## src/rtl/sfd_pkg.sv

```systemverilog
// ============================================================================
// sfd_pkg: shared types and constants for the serial frame deframer
// Request layouts, parser phase codes and framing constants.
// ============================================================================
package sfd_pkg;

    localparam logic [7:0] START_BYTE     = 8'hE0;
    localparam logic [8:0] EXT_BASE       = 9'd255;
    localparam logic [2:0] PAYLOAD_NORMAL = 3'd3;
    localparam logic [2:0] PAYLOAD_EXT    = 3'd4;
    localparam logic [8:0] IDX_LEN1       = 9'd1;
    localparam logic [8:0] IDX_LEN2       = 9'd2;
    localparam logic [8:0] IDX_TYPE_EXT   = 9'd3;

    typedef enum logic [2:0] {
        PH_HUNT = 3'd0,
        PH_LEN1 = 3'd1,
        PH_LEN2 = 3'd2,
        PH_TYPE = 3'd3,
        PH_DATA = 3'd4
    } phase_t;

    typedef struct packed {
        logic [7:0] rx_byte;
        logic       line_error;
    } in_item_t;

    typedef struct packed {
        logic [7:0] data_byte;
        logic       accepted;
        logic [8:0] byte_index;
        logic [7:0] frame_kind;
        logic [8:0] total_length;
        logic [2:0] payload_start;
        logic       frame_end;
        logic       aborted;
    } out_item_t;

endpackage

```

## src/rtl/sfd_parser.sv

```systemverilog
// ============================================================================
// sfd_parser: frame parse state and per-byte result logic
// Holds the parse phase and frame context, and forms one result per byte.
// ============================================================================
module sfd_parser (
    input  logic             clk,
    input  logic             rst_n,
    input  logic             advance,
    input  sfd_pkg::in_item_t  item,
    output sfd_pkg::out_item_t result
);
    import sfd_pkg::*;

    phase_t     phase_reg;
    phase_t     phase_next;
    logic [8:0] frame_len_reg;
    logic [8:0] frame_len_next;
    logic [8:0] next_index_reg;
    logic [8:0] next_index_next;
    logic [7:0] kind_reg;
    logic [7:0] kind_next;
    logic       extended_reg;
    logic       extended_next;

    logic [8:0] index_inc;
    logic       last_byte;
    logic       in_frame;
    logic       is_start;

    assign index_inc = next_index_reg + 9'd1;
    assign last_byte = (index_inc >= frame_len_reg);
    assign is_start  = (item.rx_byte == START_BYTE);
    assign in_frame  = (phase_reg == PH_LEN1) || (phase_reg == PH_LEN2) ||
                       (phase_reg == PH_TYPE) || (phase_reg == PH_DATA);

    always_comb
    begin
        phase_next      = phase_reg;
        frame_len_next  = frame_len_reg;
        next_index_next = next_index_reg;
        kind_next       = kind_reg;
        extended_next   = extended_reg;
        if (item.line_error)
        begin
            phase_next = PH_HUNT;
        end
        else
        begin
            unique case (phase_reg) inside
                PH_LEN1:
                begin
                    frame_len_next  = {1'b0, item.rx_byte};
                    extended_next   = (item.rx_byte == 8'd0);
                    phase_next      = (item.rx_byte == 8'd0) ? PH_LEN2 : PH_TYPE;
                    next_index_next = IDX_LEN2;
                end
                PH_LEN2:
                begin
                    frame_len_next  = {1'b0, item.rx_byte} + EXT_BASE;
                    phase_next      = PH_TYPE;
                    next_index_next = IDX_TYPE_EXT;
                end
                PH_TYPE, PH_DATA:
                begin
                    if (phase_reg == PH_TYPE)
                    begin
                        kind_next = item.rx_byte;
                    end
                    next_index_next = index_inc;
                    phase_next      = last_byte ? PH_HUNT : PH_DATA;
                end
                default:
                begin
                    phase_next = PH_HUNT;
                    if (is_start)
                    begin
                        frame_len_next  = 9'd0;
                        kind_next       = 8'd0;
                        extended_next   = 1'b0;
                        next_index_next = IDX_LEN1;
                        phase_next      = PH_LEN1;
                    end
                end
            endcase
        end
    end

    always_comb
    begin
        result.data_byte  = item.rx_byte;
        result.accepted   = 1'b1;
        result.byte_index = 9'd0;
        result.frame_end  = 1'b0;
        result.aborted    = 1'b0;
        if (item.line_error)
        begin
            result.data_byte = 8'd0;
            result.accepted  = 1'b0;
            result.aborted   = in_frame;
        end
        else
        begin
            unique case (phase_reg) inside
                PH_LEN1:          result.byte_index = IDX_LEN1;
                PH_LEN2:          result.byte_index = IDX_LEN2;
                PH_TYPE, PH_DATA:
                begin
                    result.byte_index = next_index_reg;
                    result.frame_end  = last_byte;
                end
                default:          result.accepted = is_start;
            endcase
        end
        result.frame_kind    = result.accepted ? kind_next : 8'd0;
        result.total_length  = result.accepted ? frame_len_next : 9'd0;
        result.payload_start = (result.accepted && extended_next) ? PAYLOAD_EXT
                                                                  : PAYLOAD_NORMAL;
    end

    always_ff @(posedge clk or negedge rst_n)
    begin
        if (!rst_n)
        begin
            phase_reg      <= PH_HUNT;
            frame_len_reg  <= 9'd0;
            next_index_reg <= 9'd0;
            kind_reg       <= 8'd0;
            extended_reg   <= 1'b0;
        end
        else if (advance)
        begin
            phase_reg      <= phase_next;
            frame_len_reg  <= frame_len_next;
            next_index_reg <= next_index_next;
            kind_reg       <= kind_next;
            extended_reg   <= extended_next;
        end
    end

    property p_type_moves_on;
        @(posedge clk) disable iff (!rst_n)
        advance && !item.line_error && (phase_reg == PH_TYPE)
            |=> (phase_reg == PH_DATA) || (phase_reg == PH_HUNT);
    endproperty
    a_type_moves_on: assert property (p_type_moves_on)
        else $error("type byte did not lead to data or hunt");

    property p_error_hunts;
        @(posedge clk) disable iff (!rst_n)
        advance && item.line_error |=> (phase_reg == PH_HUNT);
    endproperty
    a_error_hunts: assert property (p_error_hunts)
        else $error("line error did not return to hunting");

    property p_zero_len_extends;
        @(posedge clk) disable iff (!rst_n)
        advance && !item.line_error && (phase_reg == PH_LEN1) && (item.rx_byte == 8'd0)
            |=> (phase_reg == PH_LEN2) && extended_reg;
    endproperty
    a_zero_len_extends: assert property (p_zero_len_extends)
        else $error("zero length byte did not select the extended header");

endmodule

```

## src/rtl/serial_frame_deframer.sv

```systemverilog
// ============================================================================
// serial_frame_deframer: start-byte, length-prefixed frame deframer
// A request is registered in an input stage, then parsed into the result stage.
// Throughput: one request per cycle while result_stall is low; one result per request.
// The parse state is updated as a request moves into the result register.
// Reset: hunting for the start byte, both pipeline stages empty.
// ============================================================================
module serial_frame_deframer (
    input  logic               clk,
    input  logic               rst_n,
    input  logic               item_valid,
    output logic               item_stall,
    input  sfd_pkg::in_item_t  item,
    output logic               result_valid,
    input  logic               result_stall,
    output sfd_pkg::out_item_t result
);
    import sfd_pkg::*;

    logic      in_valid_reg;
    in_item_t  in_item_reg;
    logic      out_valid_reg;
    out_item_t out_item_reg;
    out_item_t parsed;
    logic      out_load;
    logic      advance;

    assign out_load     = !out_valid_reg || !result_stall;
    assign advance      = in_valid_reg && out_load;
    assign item_stall   = in_valid_reg && !out_load;
    assign result_valid = out_valid_reg;
    assign result       = out_item_reg;

    sfd_parser u_parser (
        .clk     (clk),
        .rst_n   (rst_n),
        .advance (advance),
        .item    (in_item_reg),
        .result  (parsed)
    );

    always_ff @(posedge clk or negedge rst_n)
    begin
        if (!rst_n)
        begin
            in_valid_reg  <= 1'b0;
            out_valid_reg <= 1'b0;
        end
        else
        begin
            if (!item_stall)
            begin
                in_valid_reg <= item_valid;
            end
            if (out_load)
            begin
                out_valid_reg <= in_valid_reg;
            end
        end
    end

    always_ff @(posedge clk)
    begin
        if (item_valid && !item_stall)
        begin
            in_item_reg <= item;
        end
        if (advance)
        begin
            out_item_reg <= parsed;
        end
    end

    property p_end_in_frame;
        @(posedge clk) disable iff (!rst_n)
        out_valid_reg && out_item_reg.frame_end |-> out_item_reg.accepted;
    endproperty
    a_end_in_frame: assert property (p_end_in_frame)
        else $error("frame end on a discarded byte");

    property p_abort_not_accepted;
        @(posedge clk) disable iff (!rst_n)
        out_valid_reg && out_item_reg.aborted
            |-> !out_item_reg.accepted && (out_item_reg.data_byte == 8'd0);
    endproperty
    a_abort_not_accepted: assert property (p_abort_not_accepted)
        else $error("abort result carries frame data");

    property p_start_at_zero;
        @(posedge clk) disable iff (!rst_n)
        out_valid_reg && out_item_reg.accepted && (out_item_reg.byte_index == 9'd0)
            |-> (out_item_reg.data_byte == START_BYTE);
    endproperty
    a_start_at_zero: assert property (p_start_at_zero)
        else $error("frame position zero is not the start byte");

    property p_ext_needs_frame;
        @(posedge clk) disable iff (!rst_n)
        out_valid_reg && (out_item_reg.payload_start == PAYLOAD_EXT)
            |-> out_item_reg.accepted;
    endproperty
    a_ext_needs_frame: assert property (p_ext_needs_frame)
        else $error("extended payload start outside a frame");

endmodule

```

## config.mk

```make
export PLATFORM = sky130hd
export DESIGN_NAME = serial_frame_deframer
export DESIGN_NICKNAME = d
export VERILOG_FILES = /design/src/rtl/sfd_pkg.sv /design/src/rtl/sfd_parser.sv /design/src/rtl/serial_frame_deframer.sv
export SDC_FILE = /design/constraint.sdc
export NUM_CORES = 1
export LEC_CHECK = 0
export ABC_AREA = 1
export BUFFER_PORTS_ARGS = -buffer_cell sky130_fd_sc_hd__buf_2
export CAP_MARGIN = 15
export CORE_ASPECT_RATIO = 1.5
export CORE_MARGIN = 2
export CORE_UTILIZATION = 40
export CTS_BUF_LIST = sky130_fd_sc_hd__clkbuf_4 sky130_fd_sc_hd__clkbuf_8 sky130_fd_sc_hd__clkbuf_16
export CTS_CLUSTER_SIZE = 16
export DETAILED_ROUTE_END_ITERATION = 10
export PLACE_DENSITY = 0.67
export SYNTH_ARGS = -nofsm -noshare
export SYNTH_HDL_FRONTEND = slang
export SYNTH_HIERARCHICAL = 1
export SYNTH_SLANG_ARGS = --single-unit
```

## constraint.sdc

```tcl
create_clock -name clk -period 3.8 [get_ports clk]
set_clock_uncertainty 0.05 [all_clocks]
set_input_delay 0.19 -clock clk [delete_from_list [all_inputs] [get_ports clk]]
set_output_delay 0.19 -clock clk [all_outputs]
set_load 0.1 [all_outputs]
```

After elaboration in Yosys (flattened, before gate mapping):

Cells that the tools add are included.
W data, S select, Z words.

* order comparisons: 1
* equal/unequal tests: 5
* add/sub/neg operators: 2
* bitwise operators: 2
* reductions and logical operators: 20
* mux-type cells: 21

Operators by type and width (count)
* $pmux W9 S3: 3
* $mux W9: 3
* $mux W8: 3
* $pmux W8 S2: 1
* $add A8 B8 Y9 const B: 1
* $add A9 B1 Y9 const B: 1
* $ge A9 B9 Y1: 1
* $mux W3: 3
* $pmux W3 S3: 1
* $eq A8 B8 Y1 const B: 1
* $logic_not A8 Y1: 1
* $eq A3 B2 Y1 const B: 2
* $mux W1: 6
* $reduce_or A2 Y1: 3
* $logic_and A1 B1 Y1: 4
* $logic_not A1 Y1: 4
* $logic_or A1 B1 Y1: 4
* $reduce_bool A4 Y1: 1
* $reduce_or A4 Y1: 1
* $eq A3 B1 Y1 const B: 1
* $eq A3 B3 Y1 const B: 1
* $reduce_and A3 Y1: 1
* $reduce_or A3 Y1: 1
* $not A1 Y1: 2
* $pmux W1 S2: 1

* output and inout port bits: 42
* input port bits: 13
* register bits: 81
* word-level logic and storage cells: 68

Longest topological paths before layout:

Gate-level depths: netlist (run 1).

* depth after elaboration: 6
* depth in mapped cells: 16
* depth with buffers taken out: 16

By module:

The synthesis (run 1) kept the hierarchy.

Modules (own cells, without submodules)
* sfd_parser: instances 1, seq. area each 750.7 um^2, cells an instance 357, area an instance 2327.2 um^2
* serial_frame_deframer: instances 1, seq. area each 1521.5 um^2, cells an instance 61, area an instance 1566.5 um^2

Worst setup path after synthesis (run 1):

No wires, ideal clock.

* path kind: register to register
* from: reg out_valid_reg, in the netlist result_valid
* to: reg u_parser.next_index_reg[2]
* arrival time: 4.115 ns
* library setup time: 0.083 ns
* data required time: 3.667 ns
* clock period less this slack: 4.248 ns
* setup slack: -0.448 ns
* stages on the path, launching flop included: 9
* path buffers: 1
* cell sequence: dfrtp_1 -> a21oi_1 -> clkbuf_2 -> inv_2 -> nor2_2 -> nand2_1 -> inv_1 -> nand2_1 -> o21ai_0

* cells in the longest elaborated chain, start to end: 4

RTL lines
* start: declaration: RTL line serial_frame_deframer.sv:22 `logic out_valid_reg;`
* start signal: assignment: RTL line serial_frame_deframer.sv:57 `out_valid_reg <= in_valid_reg;`
* $logic_not A1 Y1: RTL line serial_frame_deframer.sv:28 `assign out_load = !out_valid_reg || !result_stall;`
* $logic_or A1 B1 Y1: RTL line serial_frame_deframer.sv:28
* $logic_and A1 B1 Y1: RTL line serial_frame_deframer.sv:29 `assign advance = in_valid_reg && out_load;`
* via advance: RTL line serial_frame_deframer.sv:26 `logic advance;`
* $reduce_and A3 Y1 (no line)
* end signal: assignment: RTL line sfd_parser.sv:134 `next_index_reg <= next_index_next;`
* end: declaration: RTL line sfd_parser.sv:18 `logic [8:0] next_index_reg;`

The timed path passes the listed nets, and every way through them passes these cells.
A chain may end at the register's enable or synchronous reset.

Worst setup path after layout (run 1):

* from: reg u_parser.next_index_reg[0]
* to: reg out_item_reg (netlist bit result[1]) (data pin)

* cells in the longest elaborated chain, start to end: 2

RTL lines
* $add A9 B1 Y9: RTL line sfd_parser.sv:30 `assign index_inc = next_index_reg + 9'd1;`
* $ge A9 B9 Y1: RTL line sfd_parser.sv:31 `assign last_byte = (index_inc >= frame_len_reg);`
* end signal: assignment: RTL line serial_frame_deframer.sv:70 `out_item_reg <= parsed;`
* end: declaration: RTL line serial_frame_deframer.sv:23 `out_item_t out_item_reg;`

No other way between the ends.

==> flow_metrics.tcl, run 1 <==
set metrics [dict create \
    post_cts_hold_buffer_count 10 \
    die-area_mm2 0.0106 \
    post-cts-setup-buffer-count 0 \
    layout-drive-gt1-share 0.187 \
    final.fill_count 924 \
    grt_util_met3 0.0351 \
    grt_first_pass_wirelength_mm 14.6 \
    drt-initial-drc-count 265 \
    wl_per_cell_um 15.1 \
    insertedDiodeCount 0 \
    via_count 3075 \
    clock_sinks 81 \
    top_ports 55 \
    maximum_number_of_pins_on_one_net_before_global_route_repair 48 \
    synth.most_common_cell "nand2_1" \
    track_usage 0.180 \
    ys_seq_area_frac 0.584 \
    floorplan.initialDensity 0.406 \
    postSynthAreaPerCell_um2 9.32 \
    number_of_global_route_vias_before_repair 3029 \
    chip_width_um 84.6 \
    post_synth_most_frequent_cells "109 x nand2_1, 54 x inv_1, 49 x edfxtp_1" \
    detail-route-antenna-nets 0 \
    timing.rr.start "u_parser/next_index_reg[0]$_DFFE_PN0P_" \
    fin_nets 510 \
    netlist.area_leader.share 0.378 \
    largest_register_ffs 40 \
    design.core.area_mm2 0.00958 \
    grt_antenna_before_repair 0 \
    grt.met2_usage 0.308 \
    postSynth.topFlopCell "edfxtp_1" \
    synth_edf_count 49 \
    viasPerCell 5.07 \
    leakagePower_nw 2.20 \
    min_path_type "in -> reg" \
    clk_root_buffer_cell "clkbuf_16" \
    clock_path_buffers 2 \
    regArea_mm2 0.00227 \
    reg2reg_depth 14 \
    drt_drc_violations_left 0 \
    rsz0062_at_grt "false" \
    die_y_um 125 \
    ir_worst_vdd_mv 0.283 \
    power_density_mw_per_mm2 642 \
    critical-path-max-stage-delay_ns 0.44 \
    netlist-cell-type-count 33 \
    clock_tree.htree_level_count 3 \
    critical_path.reg2reg.endpoint "result[1]$_DFFE_PP_" \
    period_share 0.647 \
    synth.ff_latch_count 81 \
    multiInputGateArea_mm2 0.00135 \
    crit_arrival_ns 2.51 \
    largest_fanout_on_the_critical_path 5 \
    max_freq_mhz 407 \
    setup_violations 0 \
    worst-r2r-setup-slack_ns 1.34 \
    final_core_util 0.490 \
    placedCellCount 580 \
    maxCapViolCount 0 \
    final-max-slew-violation-count 0 \
    worst_setup_path_startpoint "u_parser/next_index_reg[0]$_DFFE_PN0P_" \
    relSlewSlack 0.483 \
    clock_network_latency_to_the_later_pin_of_the_worst_skew_pair_ns 0.34 \
    cts_inserted_buffers 9 \
    wirelength_mm 9.13 \
    detailed_place_hpwl_mm 6.66 \
    place.gp.congestion 0.911 \
    crit_required_ns 3.85 \
    synth_fp_nets 442 \
    tritonroute_pass_1_iters 4 \
    num_rows 44 \
    worstMarginPinSlew_ns 0.775 \
    run_status "finished clean" \
    io_buffers 54 \
    crit_path_end "result[1]$_DFFE_PP_" \
    finalNonFillerCells 606 \
    setup.worst_path.class "reg -> reg" \
    yosys-top-cells-area "edfxtp_1 38%, dfrtp_1 21%, nand2_1 11%, inv_1 5.2%, nor2_1 4.1%" \
    ys_warns 6 \
    tritoncts_clock_tree "built" \
    grt-ovfl-total 0 \
    clkSlewWorstSetupHoldPaths_ns 0.06 \
    finalHoldViolations 0 \
    timing.critical_path.to_type "flop" \
    cts_resized 0 \
    critical-path-slowest-cell "dfrtp_1" \
    synthArstFlopShare 0.395 \
    synth_area_mm2 0.00389 \
    synthCells 418 \
    gr-max-usage-layer "met2" \
    setup.worst_path.start_class "flop" \
    synth_top_cell_by_area "edfxtp_1" \
    groute.layer.met1.usage 0.195 \
    tns_ns 0 \
    timing.critical_path.cells "ha_1 -> nand3_1 -> nor2_1 -> nand2_1 -> nor2_1 -> nand3_1 -> nand2_1 -> inv_1 -> ha_1 -> a21oi_1 -> o21a_1 -> nand4_1 -> nand2_1 -> inv_1" \
    area_growth_pct 20.4 \
    path_common_cell "nand2_1" \
    post-route-min-period_ns 2.46 \
]
-- critical path, delay by kind of cell (launching register included) --
family	cells	cell delay, ns
and+or+nand+nor	8	0.83
adders and majority gates	2	0.53
DFF	1	0.44
AOI/OAI and AO/OA	2	0.26
buffers and inverters	2	0.09
-- worst min-delay path by stage --
stage	end	from	cells after the start	slack [ns]
final	in_valid_reg$_DFFE_PN0N_	item_valid	3	0.02
after global routing	in_valid_reg$_DFFE_PN0N_	item_valid	3	0.04
after CTS	in_valid_reg$_DFFE_PN0N_	item_valid	3	0.02
after detailed placement	result_valid$_DFFE_PN0P_	rst_n	1	0.26
after global placement	in_valid_reg$_DFFE_PN0N_	rst_n	1	0.26
after floorplan	in_valid_reg$_DFFE_PN0N_	rst_n	0	-0.16
-- routing by layer --
layer  part of all wire  vias to the layer above  wire, um
met5                  0                        -         0
met3              0.045                       35       415
met4              0.055                        0       502
met2               0.53                       86      4860
li1                   -                     1500         -
met1               0.37                     1454      3350
-- kinds of logic after synthesis --
kind of cell             synth area share
AND/OR/NAND/NOR                     0.210
XOR/XNOR                           0.0135
AO/OA/AOI/OAI                      0.0842
adder cells (fa/ha/maj)            0.0353
buffers and inverters              0.0733
flip-flops                          0.584
-- cell type report --
type | count | share of cell area
Timing Repair Buffer | 65 | 0.0806
Sequential cell | 81 | 0.485
Multi-Input combinational cell | 267 | 0.287
Tap cell | 115 | 0.0307
Clock inverter | 6 | 0.0176
Inverter | 62 | 0.0496
Clock buffer | 10 | 0.0496
-- per-stage QoR --
stage | hold WS (ns) | power, mW | cell area [um2] | setup WS [ns]
finish | 0.0154 | 3.01 | 4690 | 1.34
CTS | 0.0209 | 3.03 | 4690 | 1.34
floorplan | -0.156 | 1.90 | 3900 | 0.504
global route | 0.0441 | 3.17 | 4690 | 1.15
global placement | 0.257 | 2.08 | 4270 | 1.39
detailed placement | 0.257 | 2.10 | 4270 | 1.37
-- cells in the final DEF, fill, tap and decap left out, types with 3 or more instances in the layout --
master,n
clkbuf_16,9
inv_1,54
xor2_1,6
o22ai_1,6
nand2_2,3
o21ai_0,18
inv_2,7
edfxtp_1,49
dfrtp_1,32
o21ai_1,10
a22oi_1,5
nor2_2,3
dlygate4sd3_1,10
nand2_1,109
nand3_2,4
buf_2,54
nand3_1,22
nor2_1,43
ha_1,11
a21oi_1,14
-- power by group --
part	total, mW	switching (mW)	internal (mW)	leakage, nW
Combinational	0.917	0.686	0.231	1.15
Sequential	1.18	0.0970	1.09	0.894
Clock	0.909	0.331	0.579	0.157
Note: power is estimated with default switching activity, not from simulation.
==> inputs of run 2 (changes only) <==
--- a/config.mk
+++ b/config.mk
@@ -14,7 +14,7 @@
 export CTS_BUF_LIST = sky130_fd_sc_hd__clkbuf_4 sky130_fd_sc_hd__clkbuf_8 sky130_fd_sc_hd__clkbuf_16
 export CTS_CLUSTER_SIZE = 16
 export DETAILED_ROUTE_END_ITERATION = 10
-export PLACE_DENSITY = 0.67
+export PLACE_DENSITY = 0.65
 export SYNTH_ARGS = -nofsm -noshare
 export SYNTH_HDL_FRONTEND = slang
 export SYNTH_HIERARCHICAL = 1
==> constraint.sdc (replaced) <==
create_clock -name clk -period 2.3 [get_ports clk]
set_clock_uncertainty 0.05 [all_clocks]
set_input_delay 0.115 -clock clk [delete_from_list [all_inputs] [get_ports clk]]
set_output_delay 0.115 -clock clk [all_outputs]
set_load 0.1 [all_outputs]
==> run 2 against run 1 <==
  * Die area unchanged
  * Maximum frequency up 13%
  * Cell area up 3.3%
  * Critical endpoint unchanged
  * Count of clock-buffer cells in the layout down 1
  * Non-clock buffer count up 12
  * Highest routed layer unchanged
==> flow_metrics.tcl, run 2 (synthesis results as in run 1) <==
set metrics [dict create \
    relSlewSlack 0.488 \
    tns_ns 0 \
    clkSlewWorstSetupHoldPaths_ns 0.06 \
    tritoncts_clock_tree "built" \
    grt_first_pass_wirelength_mm 14.9 \
    timing.critical_path.to_type "flop" \
    design.core.area_mm2 0.00958 \
    cts_inserted_buffers 9 \
    drt_drc_violations_left 0 \
    run_status "finished clean" \
    clock_path_buffers 2 \
    number_of_global_route_vias_before_repair 3091 \
    reg2reg_depth 15 \
    leakagePower_nw 2.24 \
    final-max-slew-violation-count 0 \
    post-route-min-period_ns 2.17 \
    top_ports 55 \
    holdWs_ns 0.344 \
    clk_root_buffer_cell "clkbuf_16" \
    clock_tree.htree_level_count 3 \
    insertedDiodeCount 0 \
    floorplan.initialDensity 0.406 \
    area_growth_pct 24.4 \
    maximum_number_of_pins_on_one_net_before_global_route_repair 33 \
    placement.cell_area_mm2 0.00436 \
    clock_sinks 81 \
    detail-route-antenna-nets 0 \
    setup.worst_path.start_class "flop" \
    chip_width_um 84.6 \
    critical_path.reg2reg.endpoint "result[1]$_DFFE_PP_" \
    detailed_place_hpwl_mm 6.88 \
    die-area_mm2 0.0106 \
    final_cell_mix "107 x nand2_1, 54 x buf_2, 52 x inv_1" \
    largest_fanout_on_the_critical_path 3 \
    critical-path-slowest-cell "dfrtp_1" \
    layout_commonest_cell "nand2_1" \
    worstMarginPinSlew_ns 0.768 \
    worst-r2r-setup-slack_ns 0.13 \
    timing.critical_path.cells "ha_2 -> nand3_2 -> nor2_2 -> nand2_2 -> nor2_4 -> nand2_1 -> nand2_1 -> nand2_1 -> inv_2 -> ha_4 -> a21oi_2 -> o21a_1 -> nand4_1 -> nand2_1 -> inv_1" \
    viasPerCell 4.97 \
    via_count 3069 \
    finish.instance_area_mm2 0.00484 \
    max_freq_mhz 460 \
    setup.worst_path.class "reg -> reg" \
    wirelength_mm 9.24 \
    drt-initial-drc-count 179 \
    clock_network_latency_to_the_later_pin_of_the_worst_skew_pair_ns 0.34 \
    critical-path-max-stage-delay_ns 0.35 \
    io_buffers 54 \
    die_y_um 125 \
    path_common_cell "nand2_1" \
    period_share 0.945 \
    final.fill_count 914 \
    tritonroute_pass_1_iters 5 \
    crit_required_ns 2.35 \
    setup_violations 0 \
    place.gp.congestion 0.956 \
    fin_nets 522 \
    maxCapViolCount 0 \
    layout-drive-gt1-share 0.237 \
    track_usage 0.182 \
    ir_worst_vdd_mv 0.471 \
    timing.rr.start "u_parser/next_index_reg[0]$_DFFE_PN0P_" \
    min_path_type "in -> async" \
    grt-ovfl-total 0 \
    power_density_mw_per_mm2 1020 \
    num_rows 44 \
    finalHoldViolations 0 \
    crit_arrival_ns 2.23 \
    wl_per_cell_um 15.0 \
    largest_register_ffs 40 \
    grt_antenna_before_repair 0 \
]
## run 2: layout make-up
type / instances / area (um2) / share of cell area
tap: 115 / 144 / 0.0297
timing repair buffer: 77 / 473 / 0.0977
sequential: 81 / 2280 / 0.470
multi-input combinational: 267 / 1420 / 0.292
clock buffer: 9 / 225 / 0.0465
clock inverter: 7 / 71.3 / 0.0147
inverter: 62 / 238 / 0.0491
## run 2: critical path: cells and delay by family (launching register included)
family	cells	cell delay [ns]
compound gates	2	0.24
fa+ha+maj	2	0.39
buf+inv	2	0.10
flops	1	0.35
simple gates	9	0.81
## run 2: through the flow
stage	worst slack, ns	utilization	total power, mW	std cells
5_1_grt	-0.0369	0.505	5.21	618
6_report	0.126	0.505	4.95	618
3_5_place_dp	0.0459	0.455	3.52	589
3_3_place_gp	0.120	0.455	3.48	589
4_1_cts	0.0321	0.498	4.95	617
2_1_floorplan	-0.106	-	3.15	418
## run 2: worst max-delay path by stage
| stage | startpoint | endpoint | slack [ns] | cells past startpoint |
|---|---|---|---|---|
| 6_report | u_parser/next_index_reg[0]$_DFFE_PN0P_ | result[1]$_DFFE_PP_ | 0.13 | 15 |
| 5_1_grt | u_parser/next_index_reg[0]$_DFFE_PN0P_ | result[1]$_DFFE_PP_ | -0.04 | 16 |
| 4_1_cts | u_parser/next_index_reg[0]$_DFFE_PN0P_ | result[1]$_DFFE_PP_ | 0.03 | 14 |
| 3_5_place_dp | u_parser/next_index_reg[0]$_DFFE_PN0P_ | result[1]$_DFFE_PP_ | 0.05 | 14 |
| 3_3_place_gp | u_parser/next_index_reg[0]$_DFFE_PN0P_ | result[1]$_DFFE_PP_ | 0.12 | 14 |
| 2_1_floorplan | result_valid$_DFFE_PN0P_ | u_parser/next_index_reg[5]$_DFFE_PN0P_ | -0.11 | 6 |
## run 2: layer usage
layer	track usage	up-vias	part of all wire
li1	-	1529	-
met1	0.198	1455	0.38
met2	0.333	65	0.56
met3	0.0292	20	0.027
met4	0.0896	0	0.030
met5	0	-	0
## run 2: report_power, final
| part | leakage, nW | switching, mW | total (mW) | internal, mW |
|---|---|---|---|---|
| Sequential | 0.893 | 0.136 | 1.93 | 1.79 |
| Clock | 0.137 | 0.565 | 1.40 | 0.837 |
| Combinational | 1.21 | 1.18 | 1.62 | 0.436 |
## run 2: timing repair
| item | CTS | global route |
|---|---|---|
| setup endpoints to repair | 0 | 2 |
| hold buffers | 12 | 0 |
| hold endpoints to repair | 43 | 0 |
| setup buffers | 0 | 1 |
| resized for setup | 0 | 14 |
==> inputs of run 3 (changes only) <==
--- a/config.mk
+++ b/config.mk
@@ -10,11 +10,11 @@
 export CAP_MARGIN = 15
 export CORE_ASPECT_RATIO = 1.5
 export CORE_MARGIN = 2
-export CORE_UTILIZATION = 40
+export CORE_UTILIZATION = 45
 export CTS_BUF_LIST = sky130_fd_sc_hd__clkbuf_4 sky130_fd_sc_hd__clkbuf_8 sky130_fd_sc_hd__clkbuf_16
 export CTS_CLUSTER_SIZE = 16
 export DETAILED_ROUTE_END_ITERATION = 10
-export PLACE_DENSITY = 0.65
+export PLACE_DENSITY = 0.71
 export SYNTH_ARGS = -nofsm -noshare
 export SYNTH_HDL_FRONTEND = slang
 export SYNTH_HIERARCHICAL = 1
==> run 3 against run 2 <==
  * Global-route usage grew 3.3 points
  * Wire length is 4.3% higher
  * Worst hold slack improved by 0.012 ns
  * First-iteration DRC count is 79% higher
  * Flip-flop and latch count unchanged
  * Cell area grew 0.13%
  * Total power rose by 0.67%
  * Critical endpoint unchanged
  * Die area shrank 11%
  * Largest cell class unchanged
  * Count of clock-buffer cells in the layout unchanged
==> flow_metrics.tcl, run 3 (synthesis results as in run 1) <==
set metrics [dict create \
    crit_required_ns 2.35 \
    largest_register_ffs 40 \
    die-area_mm2 0.00943 \
    finalHoldViolations 0 \
    via_count 3202 \
    grt_first_pass_wirelength_mm 15.3 \
    relSlewSlack 0.489 \
    critical-path-max-stage-delay_ns 0.39 \
    path_common_cell "nand2_1" \
    min_path_type "in -> async" \
    clk_root_buffer_cell "clkbuf_16" \
    area_growth_pct 24.5 \
    setup_violations 0 \
    timing.critical_path.to_type "flop" \
    clock_tree.htree_level_count 3 \
    finish.instance_area_mm2 0.00485 \
    leakagePower_nw 2.23 \
    tritonroute_pass_1_iters 4 \
    run_status "finished clean" \
    number_of_global_route_vias_before_repair 3232 \
    final_cell_mix "106 x nand2_1, 54 x buf_2, 52 x inv_1" \
    die_y_um 118 \
    internal_power_mw 3.08 \
    cts_inserted_buffers 9 \
    clockPowerShare 0.277 \
    num_rows 41 \
    worstMarginPinSlew_ns 0.766 \
    clock_path_buffers 2 \
    clock_sinks 81 \
    insertedDiodeCount 0 \
    place.gp.congestion 0.957 \
    fin_nets 520 \
    detailed_place_hpwl_mm 6.62 \
    clkSlewWorstSetupHoldPaths_ns 0.06 \
    detail-route-antenna-nets 0 \
    setup.worst_path.class "reg -> reg" \
    final_core_util 0.576 \
    maxCapViolCount 0 \
    max_freq_mhz 444 \
    track_usage 0.215 \
    critical-path-slowest-cell "dfrtp_1" \
    tritoncts_clock_tree "built" \
    drt_drc_violations_left 0 \
    design.core.area_mm2 0.00841 \
    grt_antenna_before_repair 0 \
    layout_commonest_cell "nand2_1" \
    ir_worst_vdd_mv 0.471 \
    final-max-slew-violation-count 0 \
    top_ports 55 \
    period_share 0.979 \
    grt-ovfl-total 0 \
    maximum_number_of_pins_on_one_net_before_global_route_repair 48 \
    sequential_fraction_of_design_power 0.389 \
    tns_ns 0 \
    wl_per_cell_um 15.9 \
    power.net_switching_mw 1.91 \
    wirelength_mm 9.64 \
    clock_network_latency_to_the_later_pin_of_the_worst_skew_pair_ns 0.34 \
    largest_fanout_on_the_critical_path 3 \
    power_density_mw_per_mm2 1030 \
    viasPerCell 5.27 \
    p_total_mw 4.98 \
    io_buffers 54 \
    holdWs_ns 0.356 \
    floorplan.initialDensity 0.463 \
    switching_fraction 0.383 \
    combPwrFrac 0.334 \
    timing.critical_path.cells "ha_4 -> nand3_4 -> nor2_2 -> nand2_2 -> nor2_2 -> nand2_1 -> nand2_1 -> nand2_1 -> inv_2 -> ha_4 -> a21oi_2 -> o21a_1 -> nand4_1 -> nand2_1 -> inv_1" \
    post-route-min-period_ns 2.25 \
    final.fill_count 765 \
    drt-initial-drc-count 321 \
    crit_arrival_ns 2.30 \
    layout-drive-gt1-share 0.232 \
    placement.cell_area_mm2 0.00435 \
    chip_width_um 80.0 \
    setup.worst_path.start_class "flop" \
]
-- run 3: cell count changes in the layout (fill, tap and decap cells not counted), sizes merged --
cell / before / now
clkinv: 4 / 5
buf: 65 / 63
clkinvlp: 3 / 2
-- run 3: stage by stage --
| step | instances | worst slack (ns) |
|---|---|---|
| global route | 608 | -0.0866 |
| floorplan | 418 | -0.106 |
| finish | 608 | 0.0483 |
| CTS | 607 | 0.0107 |
| global placement | 579 | 0.121 |
| detailed placement | 579 | 0.00567 |
-- run 3: per-layer routing --
metal  GRT usage  up-vias  share of wire
met5           0        -              0
met4       0.115        0          0.046
met3      0.0445       39          0.045
met2       0.383      133           0.54
met1       0.229     1513           0.37
li1            -     1517              -
-- run 3: cell type report --
type | count | area (um2) | area share
inverter | 62 | 238 | 0.0490
tap | 107 | 134 | 0.0276
sequential | 81 | 2280 | 0.469
multi-input combinational | 267 | 1440 | 0.298
clock buffer | 9 | 225 | 0.0465
clock inverter | 7 | 61.3 | 0.0126
timing repair buffer | 75 | 470 | 0.0970
-- run 3: power groups by stage --
stage	Combinational (mW)	Sequential [mW]	Clock [mW]
after floorplan	0.777	2.37	0
after global placement	1.55	1.94	0
after detailed placement	1.57	1.96	0
after CTS	1.60	1.93	1.40
after global routing	1.83	1.97	1.47
final	1.66	1.94	1.38
-- run 3: worst paths after layout --
check,start,to,slack (ns),depth (start not counted)
setup / recovery,u_parser/next_index_reg[1]$_DFFE_PN0P_,result[1]$_DFFE_PP_,0.05,15
hold / removal,rst_n,in_valid_reg$_DFFE_PN0N_,0.36,2
max in group asynchronous,rst_n,result_valid$_DFFE_PN0P_,1.28,2
min in group clk,u_parser/kind_reg[6]$_DFFE_PN0P_,u_parser/kind_reg[6]$_DFFE_PN0P_,0.43,2
setup reg to reg,u_parser/next_index_reg[1]$_DFFE_PN0P_,result[1]$_DFFE_PP_,0.05,15
hold reg to reg,u_parser/kind_reg[6]$_DFFE_PN0P_,u_parser/kind_reg[6]$_DFFE_PN0P_,0.43,2
-- run 3: critical path, delay by kind of cell, from the launching register on --
kind / cells / cell delay [ns]
buffers and inverters: 2 / 0.11
adders and majority gates: 2 / 0.38
DFF: 1 / 0.39
AOI/OAI and AO/OA: 2 / 0.25
and+or+nand+nor: 9 / 0.82
-- run 3: timing repair --
action | in CTS | in global routing
buffers inserted | 0 | 1
resized for setup | 6 | 11
hold buffers | 12 | 0
endpoints found under the hold margin | 43 | 0
pin swaps | 1 | 7
endpoints found under the setup margin | 1 | 2
